## src/upte_pkg.sv

```systemverilog
// Shared types, constants and codes for the UDP payload tag extractor.
package upte_pkg;

    localparam int MAX_FRAME_BYTES_DEF = 65535;
    localparam int FIFO_DEPTH          = 4;
    localparam int TAG_LEN             = 4;
    localparam int TAG_CELLS           = TAG_LEN - 1;

    localparam logic [1:0] KIND_CAPTURE = 2'd0;
    localparam logic [1:0] KIND_CLOSE   = 2'd1;
    localparam logic [1:0] KIND_SUMMARY = 2'd2;

    localparam logic [15:0] ETHERTYPE_IPV4 = 16'h0800;
    localparam logic [7:0]  PROTO_UDP      = 8'd17;
    localparam logic [3:0]  MIN_IHL        = 4'd5;
    localparam logic [15:0] UDP_HDR_BYTES  = 16'd8;
    localparam logic [7:0]  CLOSE_BRACE    = 8'h7D;

    localparam int OFF_ETYPE_HI = 12;
    localparam int OFF_ETYPE_LO = 13;
    localparam int OFF_IHL      = 14;
    localparam int OFF_PROTO    = 23;

    // UDP header fields, relative to the start of the UDP header
    localparam logic [2:0] REL_SPORT_HI = 3'd0;
    localparam logic [2:0] REL_SPORT_LO = 3'd1;
    localparam logic [2:0] REL_ULEN_HI  = 3'd4;
    localparam logic [2:0] REL_ULEN_LO  = 3'd5;

    localparam logic [6:0] UDP_HDR_BASE = 7'd14;
    localparam logic [6:0] PAYLOAD_BASE = 7'd22;
    localparam logic [6:0] UDP_HDR_LEN7 = 7'd8;

    localparam logic [7:0] TAG_TEXT [TAG_LEN] = '{8'h53, 8'h45, 8'h47, 8'h7B};

    typedef struct packed {
        logic [7:0] frame_byte;
        logic       first_of_frame;
        logic       last_of_frame;
    } in_beat_t;

    typedef struct packed {
        logic [1:0]  result_kind;
        logic [7:0]  captured_byte;
        logic [15:0] segment_length;
        logic [15:0] source_port;
        logic        frame_is_udp;
        logic [15:0] frame_segments;
        logic        capture_abandoned;
        logic [31:0] total_segments;
        logic [31:0] total_udp_frames;
        logic        last_of_run;
    } out_beat_t;

    typedef struct packed {
        logic advance;  // a beat is taken this cycle
        logic flush;    // frame restarts before this byte
        logic shift;    // byte enters the matcher
        logic clear;    // empty the matcher after this byte
    } cell_ctrl_t;

endpackage

```

## src/upte_cell.sv

```systemverilog
// One stage of the tag matcher chain: holds a byte and compares it to its tag character.
module upte_cell (
    input  logic                   aclk,
    input  logic                   aresetn,
    input  upte_pkg::cell_ctrl_t   ctrl,
    input  logic [7:0]             din_byte,
    input  logic                   din_valid,
    input  logic [7:0]             exp_char,
    output logic [7:0]             cur_byte,
    output logic                   cur_valid,
    output logic                   hit
);

    logic [7:0] byte_reg;
    logic [7:0] byte_next;
    logic       valid_reg;
    logic       valid_next;

    always_comb begin
        cur_byte  = byte_reg;
        cur_valid = valid_reg && !ctrl.flush;
        hit       = cur_valid && (cur_byte == exp_char);

        byte_next  = byte_reg;
        valid_next = valid_reg;
        if (ctrl.advance) begin
            if (ctrl.clear) begin
                valid_next = 1'b0;
            end else if (ctrl.shift) begin
                byte_next  = din_byte;
                valid_next = din_valid;
            end else begin
                valid_next = cur_valid;
            end
        end
    end

    always_ff @(posedge aclk) begin
        if (!aresetn) begin
            valid_reg <= 1'b0;
        end else begin
            valid_reg <= valid_next;
        end
        byte_reg <= byte_next;
    end

endmodule

```

## src/upte_out_fifo.sv

```systemverilog
// Result queue: takes up to two results per cycle, delivers one per cycle while m_ready is high.
module upte_out_fifo (
    input  logic                  aclk,
    input  logic                  aresetn,
    input  logic [1:0]            push_count,
    input  upte_pkg::out_beat_t   push_data0,
    input  upte_pkg::out_beat_t   push_data1,
    output logic                  room,
    output logic                  m_valid,
    input  logic                  m_ready,
    output upte_pkg::out_beat_t   m_data
);

    localparam int PTR_W = $clog2(upte_pkg::FIFO_DEPTH);
    localparam int CNT_W = $clog2(upte_pkg::FIFO_DEPTH + 1);

    upte_pkg::out_beat_t mem [upte_pkg::FIFO_DEPTH];

    logic [PTR_W-1:0] wr_ptr_reg;
    logic [PTR_W-1:0] wr_ptr_next;
    logic [PTR_W-1:0] rd_ptr_reg;
    logic [PTR_W-1:0] rd_ptr_next;
    logic [CNT_W-1:0] count_reg;
    logic [CNT_W-1:0] count_next;
    logic             pop;

    always_comb begin
        m_valid     = (count_reg != '0);
        m_data      = mem[rd_ptr_reg];
        room        = (count_reg <= CNT_W'(upte_pkg::FIFO_DEPTH - 2));
        pop         = m_valid && m_ready;
        wr_ptr_next = wr_ptr_reg + PTR_W'(push_count);
        rd_ptr_next = rd_ptr_reg + PTR_W'(pop);
        count_next  = count_reg + CNT_W'(push_count) - CNT_W'(pop);
    end

    always_ff @(posedge aclk) begin
        if (!aresetn) begin
            wr_ptr_reg <= '0;
            rd_ptr_reg <= '0;
            count_reg  <= '0;
        end else begin
            wr_ptr_reg <= wr_ptr_next;
            rd_ptr_reg <= rd_ptr_next;
            count_reg  <= count_next;
        end
    end

    always_ff @(posedge aclk) begin
        if (push_count != 2'd0) begin
            mem[wr_ptr_reg] <= push_data0;
        end
        if (push_count == 2'd2) begin
            mem[wr_ptr_reg + PTR_W'(1)] <= push_data1;
        end
    end

endmodule

```

## src/udp_payload_tag_extractor_unit.sv

```systemverilog
// Top level: Ethernet/IPv4/UDP header parse, tag matcher chain and result queue.
// A result is written into the result queue when its byte is taken and is offered on m_data from the queue head.
// Throughput: one byte per cycle while s_ready is high; a byte that yields two results (frame end)
// pushes both into the four-entry result queue at once.
// s_ready drops only while the queue holds more than two results.
// Reset (aresetn low, synchronous) clears all frame state, totals and the queue.
module udp_payload_tag_extractor_unit #(
    parameter int MAX_FRAME_BYTES = upte_pkg::MAX_FRAME_BYTES_DEF
) (
    input  logic                 aclk,
    input  logic                 aresetn,
    input  logic                 s_valid,
    output logic                 s_ready,
    input  upte_pkg::in_beat_t   s_data,
    output logic                 m_valid,
    input  logic                 m_ready,
    output upte_pkg::out_beat_t  m_data
);

    localparam int OFF_W = $clog2(MAX_FRAME_BYTES + 1);
    localparam int CMP_W = (OFF_W > 8) ? OFF_W : 8;
    localparam int NC    = upte_pkg::TAG_CELLS;

    logic [OFF_W-1:0] byte_offset_reg,  byte_offset_next;
    logic [15:0]      ether_type_reg,   ether_type_next;
    logic [3:0]       header_words_reg, header_words_next;
    logic [7:0]       ip_protocol_reg,  ip_protocol_next;
    logic [15:0]      udp_length_reg,   udp_length_next;
    logic [15:0]      src_port_reg,     src_port_next;
    logic             in_segment_reg,   in_segment_next;
    logic [15:0]      open_length_reg,  open_length_next;
    logic [15:0]      seg_in_frame_reg, seg_in_frame_next;
    logic [31:0]      seg_total_reg,    seg_total_next;
    logic [31:0]      udp_total_reg,    udp_total_next;

    logic             accept;
    logic             first;
    logic             last;
    logic [7:0]       b;
    logic [OFF_W-1:0] cur_off;
    logic             in_range;
    logic [6:0]       udp_start;
    logic [6:0]       pay_start;
    logic [6:0]       pay_start_end;
    logic [CMP_W-1:0] off_c;
    logic [CMP_W-1:0] pay_idx;
    logic [2:0]       rel;
    logic             ip_ok;
    logic             in_pay;
    logic             is_udp;
    logic             tag_open;
    logic             has_a;

    upte_pkg::cell_ctrl_t cell_ctrl;
    logic [7:0]           cell_byte  [NC];
    logic                 cell_valid [NC];
    logic                 cell_hit   [NC];

    upte_pkg::out_beat_t res_a;
    upte_pkg::out_beat_t res_sum;
    upte_pkg::out_beat_t push_data0;
    logic [1:0]          push_count;
    logic                room;

    assign s_ready = room;

    // matcher chain: stage 0 holds the newest payload byte
    for (genvar i = 0; i < NC; i++) begin : g_chain
        if (i == 0) begin : g_head
            upte_cell u_stage (
                .aclk      (aclk),
                .aresetn   (aresetn),
                .ctrl      (cell_ctrl),
                .din_byte  (b),
                .din_valid (1'b1),
                .exp_char  (upte_pkg::TAG_TEXT[NC-1-i]),
                .cur_byte  (cell_byte[i]),
                .cur_valid (cell_valid[i]),
                .hit       (cell_hit[i])
            );
        end else begin : g_body
            upte_cell u_stage (
                .aclk      (aclk),
                .aresetn   (aresetn),
                .ctrl      (cell_ctrl),
                .din_byte  (cell_byte[i-1]),
                .din_valid (cell_valid[i-1]),
                .exp_char  (upte_pkg::TAG_TEXT[NC-1-i]),
                .cur_byte  (cell_byte[i]),
                .cur_valid (cell_valid[i]),
                .hit       (cell_hit[i])
            );
        end
    end

    always_comb begin
        accept = s_valid && s_ready;
        first  = s_data.first_of_frame;
        last   = s_data.last_of_frame;
        b      = s_data.frame_byte;

        // frame start clears the per-frame view before this byte is used
        byte_offset_next  = first ? '0 : byte_offset_reg;
        ether_type_next   = first ? '0 : ether_type_reg;
        header_words_next = first ? '0 : header_words_reg;
        ip_protocol_next  = first ? '0 : ip_protocol_reg;
        udp_length_next   = first ? '0 : udp_length_reg;
        src_port_next     = first ? '0 : src_port_reg;
        in_segment_next   = first ? 1'b0 : in_segment_reg;
        open_length_next  = first ? '0 : open_length_reg;
        seg_in_frame_next = first ? '0 : seg_in_frame_reg;
        seg_total_next    = seg_total_reg;
        udp_total_next    = udp_total_reg;

        cur_off   = byte_offset_next;
        in_range  = (cur_off < OFF_W'(MAX_FRAME_BYTES));
        // header offsets use the IHL held before this byte
        udp_start = upte_pkg::UDP_HDR_BASE + {1'b0, header_words_next, 2'b00};
        pay_start = udp_start + upte_pkg::UDP_HDR_LEN7;
        off_c     = CMP_W'(cur_off);
        rel       = 3'(off_c - CMP_W'(udp_start));
        pay_idx   = off_c - CMP_W'(pay_start);
        ip_ok     = 1'b0;
        in_pay    = 1'b0;
        tag_open  = 1'b0;
        has_a     = 1'b0;

        res_a            = '0;
        res_a.frame_is_udp = 1'b1;
        res_a.last_of_run  = !last;

        if (in_range) begin
            if (cur_off == OFF_W'(upte_pkg::OFF_ETYPE_HI)) begin
                ether_type_next[15:8] = b;
            end else if (cur_off == OFF_W'(upte_pkg::OFF_ETYPE_LO)) begin
                ether_type_next[7:0] = b;
            end else if (cur_off == OFF_W'(upte_pkg::OFF_IHL)) begin
                header_words_next = b[3:0];
            end else if (cur_off == OFF_W'(upte_pkg::OFF_PROTO)) begin
                ip_protocol_next = b;
            end

            if (header_words_next >= upte_pkg::MIN_IHL && off_c >= CMP_W'(udp_start)
                    && off_c < CMP_W'(pay_start)) begin
                case (rel)
                    upte_pkg::REL_SPORT_HI: src_port_next[15:8]   = b;
                    upte_pkg::REL_SPORT_LO: src_port_next[7:0]    = b;
                    upte_pkg::REL_ULEN_HI:  udp_length_next[15:8] = b;
                    upte_pkg::REL_ULEN_LO:  udp_length_next[7:0]  = b;
                    default: ;
                endcase
            end

            ip_ok  = (ether_type_next == upte_pkg::ETHERTYPE_IPV4)
                  && (ip_protocol_next == upte_pkg::PROTO_UDP)
                  && (header_words_next >= upte_pkg::MIN_IHL);
            in_pay = ip_ok && off_c >= CMP_W'(pay_start)
                  && udp_length_next >= upte_pkg::UDP_HDR_BYTES
                  && 16'(pay_idx) < (udp_length_next - upte_pkg::UDP_HDR_BYTES);

            if (in_pay) begin
                if (in_segment_next) begin
                    has_a = 1'b1;
                    if (b == upte_pkg::CLOSE_BRACE) begin
                        res_a.result_kind    = upte_pkg::KIND_CLOSE;
                        res_a.segment_length = open_length_next;
                        in_segment_next      = 1'b0;
                        open_length_next     = '0;
                        if (seg_in_frame_next != '1) begin
                            seg_in_frame_next = seg_in_frame_next + 16'd1;
                        end
                        if (seg_total_next != '1) begin
                            seg_total_next = seg_total_next + 32'd1;
                        end
                    end else begin
                        res_a.result_kind   = upte_pkg::KIND_CAPTURE;
                        res_a.captured_byte = b;
                        if (open_length_next != '1) begin
                            open_length_next = open_length_next + 16'd1;
                        end
                    end
                end else begin
                    tag_open = (b == upte_pkg::TAG_TEXT[NC]) && cell_hit[0]
                            && cell_hit[1] && cell_hit[2];
                    if (tag_open) begin
                        in_segment_next  = 1'b1;
                        open_length_next = '0;
                    end
                end
            end
            byte_offset_next = cur_off + OFF_W'(1);
        end

        // frame summary uses the IHL as updated by this byte
        pay_start_end = upte_pkg::PAYLOAD_BASE + {1'b0, header_words_next, 2'b00};
        ip_ok  = (ether_type_next == upte_pkg::ETHERTYPE_IPV4)
              && (ip_protocol_next == upte_pkg::PROTO_UDP)
              && (header_words_next >= upte_pkg::MIN_IHL);
        is_udp = ip_ok && (CMP_W'(byte_offset_next) >= CMP_W'(pay_start_end));
        if (last && is_udp && udp_total_next != '1) begin
            udp_total_next = udp_total_next + 32'd1;
        end

        res_sum                   = '0;
        res_sum.result_kind       = upte_pkg::KIND_SUMMARY;
        res_sum.source_port       = is_udp ? src_port_next : 16'd0;
        res_sum.frame_is_udp      = is_udp;
        res_sum.frame_segments    = seg_in_frame_next;
        res_sum.capture_abandoned = in_segment_next;
        res_sum.total_segments    = seg_total_next;
        res_sum.total_udp_frames  = udp_total_next;
        res_sum.last_of_run       = 1'b1;

        if (last) begin
            byte_offset_next  = '0;
            ether_type_next   = '0;
            header_words_next = '0;
            ip_protocol_next  = '0;
            udp_length_next   = '0;
            src_port_next     = '0;
            in_segment_next   = 1'b0;
            open_length_next  = '0;
            seg_in_frame_next = '0;
        end

        cell_ctrl.advance = accept;
        cell_ctrl.flush   = first;
        cell_ctrl.shift   = in_pay && !(in_segment_reg && !first);
        cell_ctrl.clear   = tag_open || last;

        push_data0 = has_a ? res_a : res_sum;
        push_count = accept ? (2'(has_a) + 2'(last)) : 2'd0;
    end

    always_ff @(posedge aclk) begin
        if (!aresetn) begin
            byte_offset_reg  <= '0;
            ether_type_reg   <= '0;
            header_words_reg <= '0;
            ip_protocol_reg  <= '0;
            udp_length_reg   <= '0;
            src_port_reg     <= '0;
            in_segment_reg   <= 1'b0;
            open_length_reg  <= '0;
            seg_in_frame_reg <= '0;
            seg_total_reg    <= '0;
            udp_total_reg    <= '0;
        end else if (accept) begin
            byte_offset_reg  <= byte_offset_next;
            ether_type_reg   <= ether_type_next;
            header_words_reg <= header_words_next;
            ip_protocol_reg  <= ip_protocol_next;
            udp_length_reg   <= udp_length_next;
            src_port_reg     <= src_port_next;
            in_segment_reg   <= in_segment_next;
            open_length_reg  <= open_length_next;
            seg_in_frame_reg <= seg_in_frame_next;
            seg_total_reg    <= seg_total_next;
            udp_total_reg    <= udp_total_next;
        end
    end

    upte_out_fifo u_out_fifo (
        .aclk       (aclk),
        .aresetn    (aresetn),
        .push_count (push_count),
        .push_data0 (push_data0),
        .push_data1 (res_sum),
        .room       (room),
        .m_valid    (m_valid),
        .m_ready    (m_ready),
        .m_data     (m_data)
    );

endmodule

```

## config.mk

```make
export PLATFORM = sky130hd
export DESIGN_NAME = udp_payload_tag_extractor_unit
export DESIGN_NICKNAME = d
export VERILOG_FILES = /design/src/upte_pkg.sv /design/src/upte_cell.sv /design/src/upte_out_fifo.sv /design/src/udp_payload_tag_extractor_unit.sv
export SDC_FILE = /design/constraint.sdc
export NUM_CORES = 1
export LEC_CHECK = 0
export ABC_CLOCK_PERIOD_IN_PS = 15350
export BUFFER_PORTS_ARGS = -buffer_cell sky130_fd_sc_hd__buf_2
export CELL_PAD_IN_SITES_DETAIL_PLACEMENT = 0
export CELL_PAD_IN_SITES_GLOBAL_PLACEMENT = 1
export CORE_MARGIN = 2
export CORE_UTILIZATION = 50
export CTS_CLUSTER_SIZE = 10
export DETAILED_ROUTE_END_ITERATION = 8
export GPL_TIMING_DRIVEN = 0
export PLACE_DENSITY = 0.77
export SYNTH_ARGS = -nofsm -noshare
export SYNTH_HDL_FRONTEND = slang
export SYNTH_SLANG_ARGS = --single-unit
```

## constraint.sdc

```tcl
create_clock -name aclk -period 15.35 [get_ports aclk]
set_input_delay 2.3025 -clock aclk [delete_from_list [all_inputs] [get_ports aclk]]
set_output_delay 2.3025 -clock aclk [all_outputs]
set_load 0.005 [all_outputs]
```

==> results.md <==
- Clk sink count: 707
- Routed Antenna Nets: 0
- P_leak: 12.5 nW
- Hold Crit Class: reg2reg
- Die span in x: 264 µm
- Layout cells sized above 1: 13.8%
- Area occupied by multi-input gates: 0.0145 mm²
- Post-synthesis mux area share: 8.78%
- Largest net degree at the start of global routing: 58
- Worst hold stages: 0
- DR iter-0 viols: 2166
- Fin nets: 3329
- IO Count: 141
- Crit path time final: 14.67 ns
- Top post-synthesis cells by area: edfxtp_1 37%, dfxtp_1 17%, mux4_2 8.3%
- TritonCTS Buffers: 83
- Port buffer count: 140
- Simple-Gate Fraction of Synth Area: 19.1%
- RR Startpoint: header_words_reg[0]
- Worst r2r path cells: 38
- CTS HTree Levels: 3
- Yosys top cell area share: 36.9%
- Max-slew headroom: 5.84%
- Die area: 0.0698 mm²
- CTS tree: built
- # DRC: 0
- Max reg flops: 500
- WHS Endpoint: g_chain[2].g_body.u_stage.cur_byte[2]
- Worst-Skew Late Latency: 0.63 ns
- Endpoint type of the worst setup path: flop
- Die Y-Extent: 264 µm
- Clk root buf: clkbuf_16
- XOR/XNOR Fraction of Synth Area: 4.39%
- Max clock buf depth: 3
- Detailed Routing Iterations Pass 1: 6
- Setup Fix Bufs, Post-CTS: 0
- Post-synth EDFFs: 416
- Hold Vio Cnt, Final: 0
- Buf/Inv on CP: 13
- CP max-delay cell: a211oi_1
- Post-synth top area cell: edfxtp_1
- Worst vdd ir: 0.0758 mV
- Combinational power share: 15.3%
- Synth Area in Compound Gates: 8.70%
- Status: completed
- CP top delay family: buffers and inverters
- Via count: 24998
- Wire per inst: 23.4 µm
- Slew @ Worst Pin: 1.39 ns
- Crit-path max FO: 44
- Hpwl dp: 68.1 mm
- Placer's final routability congestion estimate: 0.973
- Layout area overhead: 13.2%
- Adder-Cell Fraction of Synth Area: 1.93%
- Mapped cell area: 0.0339 mm²
- Worst hold slack: 0.435 ns
- Net Count, Synth: 3102
- Clock power share: 39.9%
- Fin area: 0.0383 mm²
- Sequential Area: 0.0183 mm²
- GR Overflow Total: 0
- Row count: 95
- Clk_skew: 0.0205 ns
- Clock-pin slew on the worst setup and hold paths: 0.06 ns
- Yosys warnings: 0
- Global-route wire length before repair: 150 mm
- Cts hold-fix bufs: 0
- DP Area: 0.0358 mm²
- TNS Setup: 0 ns
- Mapped Cells: 3037
- Routed WL: 98.4 mm
- Dominant synthesized flop cell: edfxtp_1
- Initial Utilization: 50.4%
- Setup CP Type: in2reg
- Final period util: 95.5%
- # setup viols final: 0
- Vias in the first global route: 25147
- GRT Overall Usage: 28.1%
- PD cells: 120 mW/mm²
- Switch share: 26.1%
- Post-Syn Area per Cell: 11.1 µm²
- Worst Min Path Start: g_chain[1].g_body.u_stage.cur_byte[2]
- N_diodes: 0
- Final Max Tran Viols: 0
- Fill count: 5697
- Int Pwr: 3.40 mW
- Req. time, crit path: 15.82 ns
- Number of max-cap violations: 0
- RR Endpoint: u_out_fifo.mem[3][89]
- Max stage delay on crit path: 0.57 ns
- Worst setup SP type: input pin
- Share of flip-flops with an asynchronous set or reset: 0%
- Sw power: 1.20 mW
- R2r setup slk: 4.10 ns
- Core Area: 0.0672 mm²
- RSZ-0062 raised after global routing: no
- Distinct cells, synth: 87
- Largest family of logic cells by synthesized area: simple AND/OR/NAND/NOR gates
- Seq pwr share: 44.8%
- Post-layout util: 57.1%
- Sequential area share after synthesis: 54.1%
- Synth Register Bits: 707
- Worst EP arrival: 15.14 ns
- Fmax: 68.2 MHz
- Drt via density: 5.95
- Antenna violations before repair: 2
[layout by cell type, fill, tap and decap left out, types with 25 or more instances in the layout]
cell       instances
nor2_1           497
edfxtp_1         416
dfxtp_1          291
clkbuf_1         190
nand2_1          188
buf_2            167
mux4_2           125
and2_1           114
o21ai_0          103
nor2b_1           97
xnor2_1           94
a22o_1            90
nand3_1           85
clkbuf_16         85
xor2_1            74
a21oi_1           65
nor3_1            64
and3_1            59
a22oi_1           54
ha_1              49
inv_1             40
nand4_1           40
nor3b_1           29
buf_1             25
[kinds of logic after synthesis]
family / Yosys count
compound gates: 428
simple gates: 1291
flops: 707
mux: 140
buf+inv: 251
fa+ha+maj: 51
xor+xnor: 169
[power by group through the flow]
stage / logic, mW / clock network [mW] / registers [mW]
2_1_floorplan: 0.421 / 0 / 2.10
3_3_place_gp: 0.706 / 0 / 2.11
6_report: 0.706 / 1.84 / 2.06
4_1_cts: 0.719 / 1.86 / 2.06
5_1_grt: 0.757 / 1.93 / 2.07
3_5_place_dp: 0.716 / 0 / 2.10
[cell usage after synthesis (85+ instances only)]
master	n
dfxtp_1	291
edfxtp_1	416
nand3_1	85
o21ai_0	103
nand2_1	191
mux4_2	125
nor2_1	497
and2_1	114
a22o_1	90
nor2b_1	97
clkbuf_1	146
xnor2_1	94
[worst max-delay path by stage]
stage          startpoint               endpoint  slack [ns]  cells after the start
6_report        s_data[1]  u_out_fifo.mem[3][89]        0.68                     43
4_1_cts         s_data[1]  u_out_fifo.mem[3][89]        0.37                     43
2_1_floorplan   s_data[1]  u_out_fifo.mem[0][89]        1.69                     44
5_1_grt         s_data[1]  u_out_fifo.mem[0][69]        0.03                     44
3_5_place_dp    s_data[1]  u_out_fifo.mem[3][89]       -2.13                     45
3_3_place_gp    s_data[1]  u_out_fifo.mem[0][83]       -6.67                     45
[cell type report]
class / instances / area share [%]
multi-input combinational: 2079 / 37.9
inverter: 44 / 0.552
clock inverter: 8 / 0.284
timing repair buffer: 146 / 2.17
clock buffer: 141 / 6.20
sequential: 707 / 47.8
buffer: 203 / 2.22
tap: 873 / 2.85
[metrics by stage]
step / worst slack, ns / power [mW] / std cells
6_report: 0.684 / 4.61 / 4201
5_1_grt: 0.0254 / 4.76 / 4201
4_1_cts: 0.367 / 4.64 / 4202
3_5_place_dp: -2.13 / 2.82 / 4056
3_3_place_gp: -6.67 / 2.81 / 4050
2_1_floorplan: 1.69 / 2.52 / 3037
[timing repair]
action	CTS	global route
resized for setup	9	7
setup endpoints to repair	856	382
pin swaps	0	0
[layer usage]
| layer | routed length [µm] | track usage [%] | vias up |
|---|---|---|---|
| li1 | - | - | 11477 |
| met1 | 41200 | 37.3 | 12387 |
| met2 | 47400 | 46.5 | 944 |
| met3 | 6570 | 4.33 | 188 |
| met4 | 3290 | 11.0 | 2 |
| met5 | 13 | 0 | - |
Note: power is estimated with default switching activity, not from simulation.
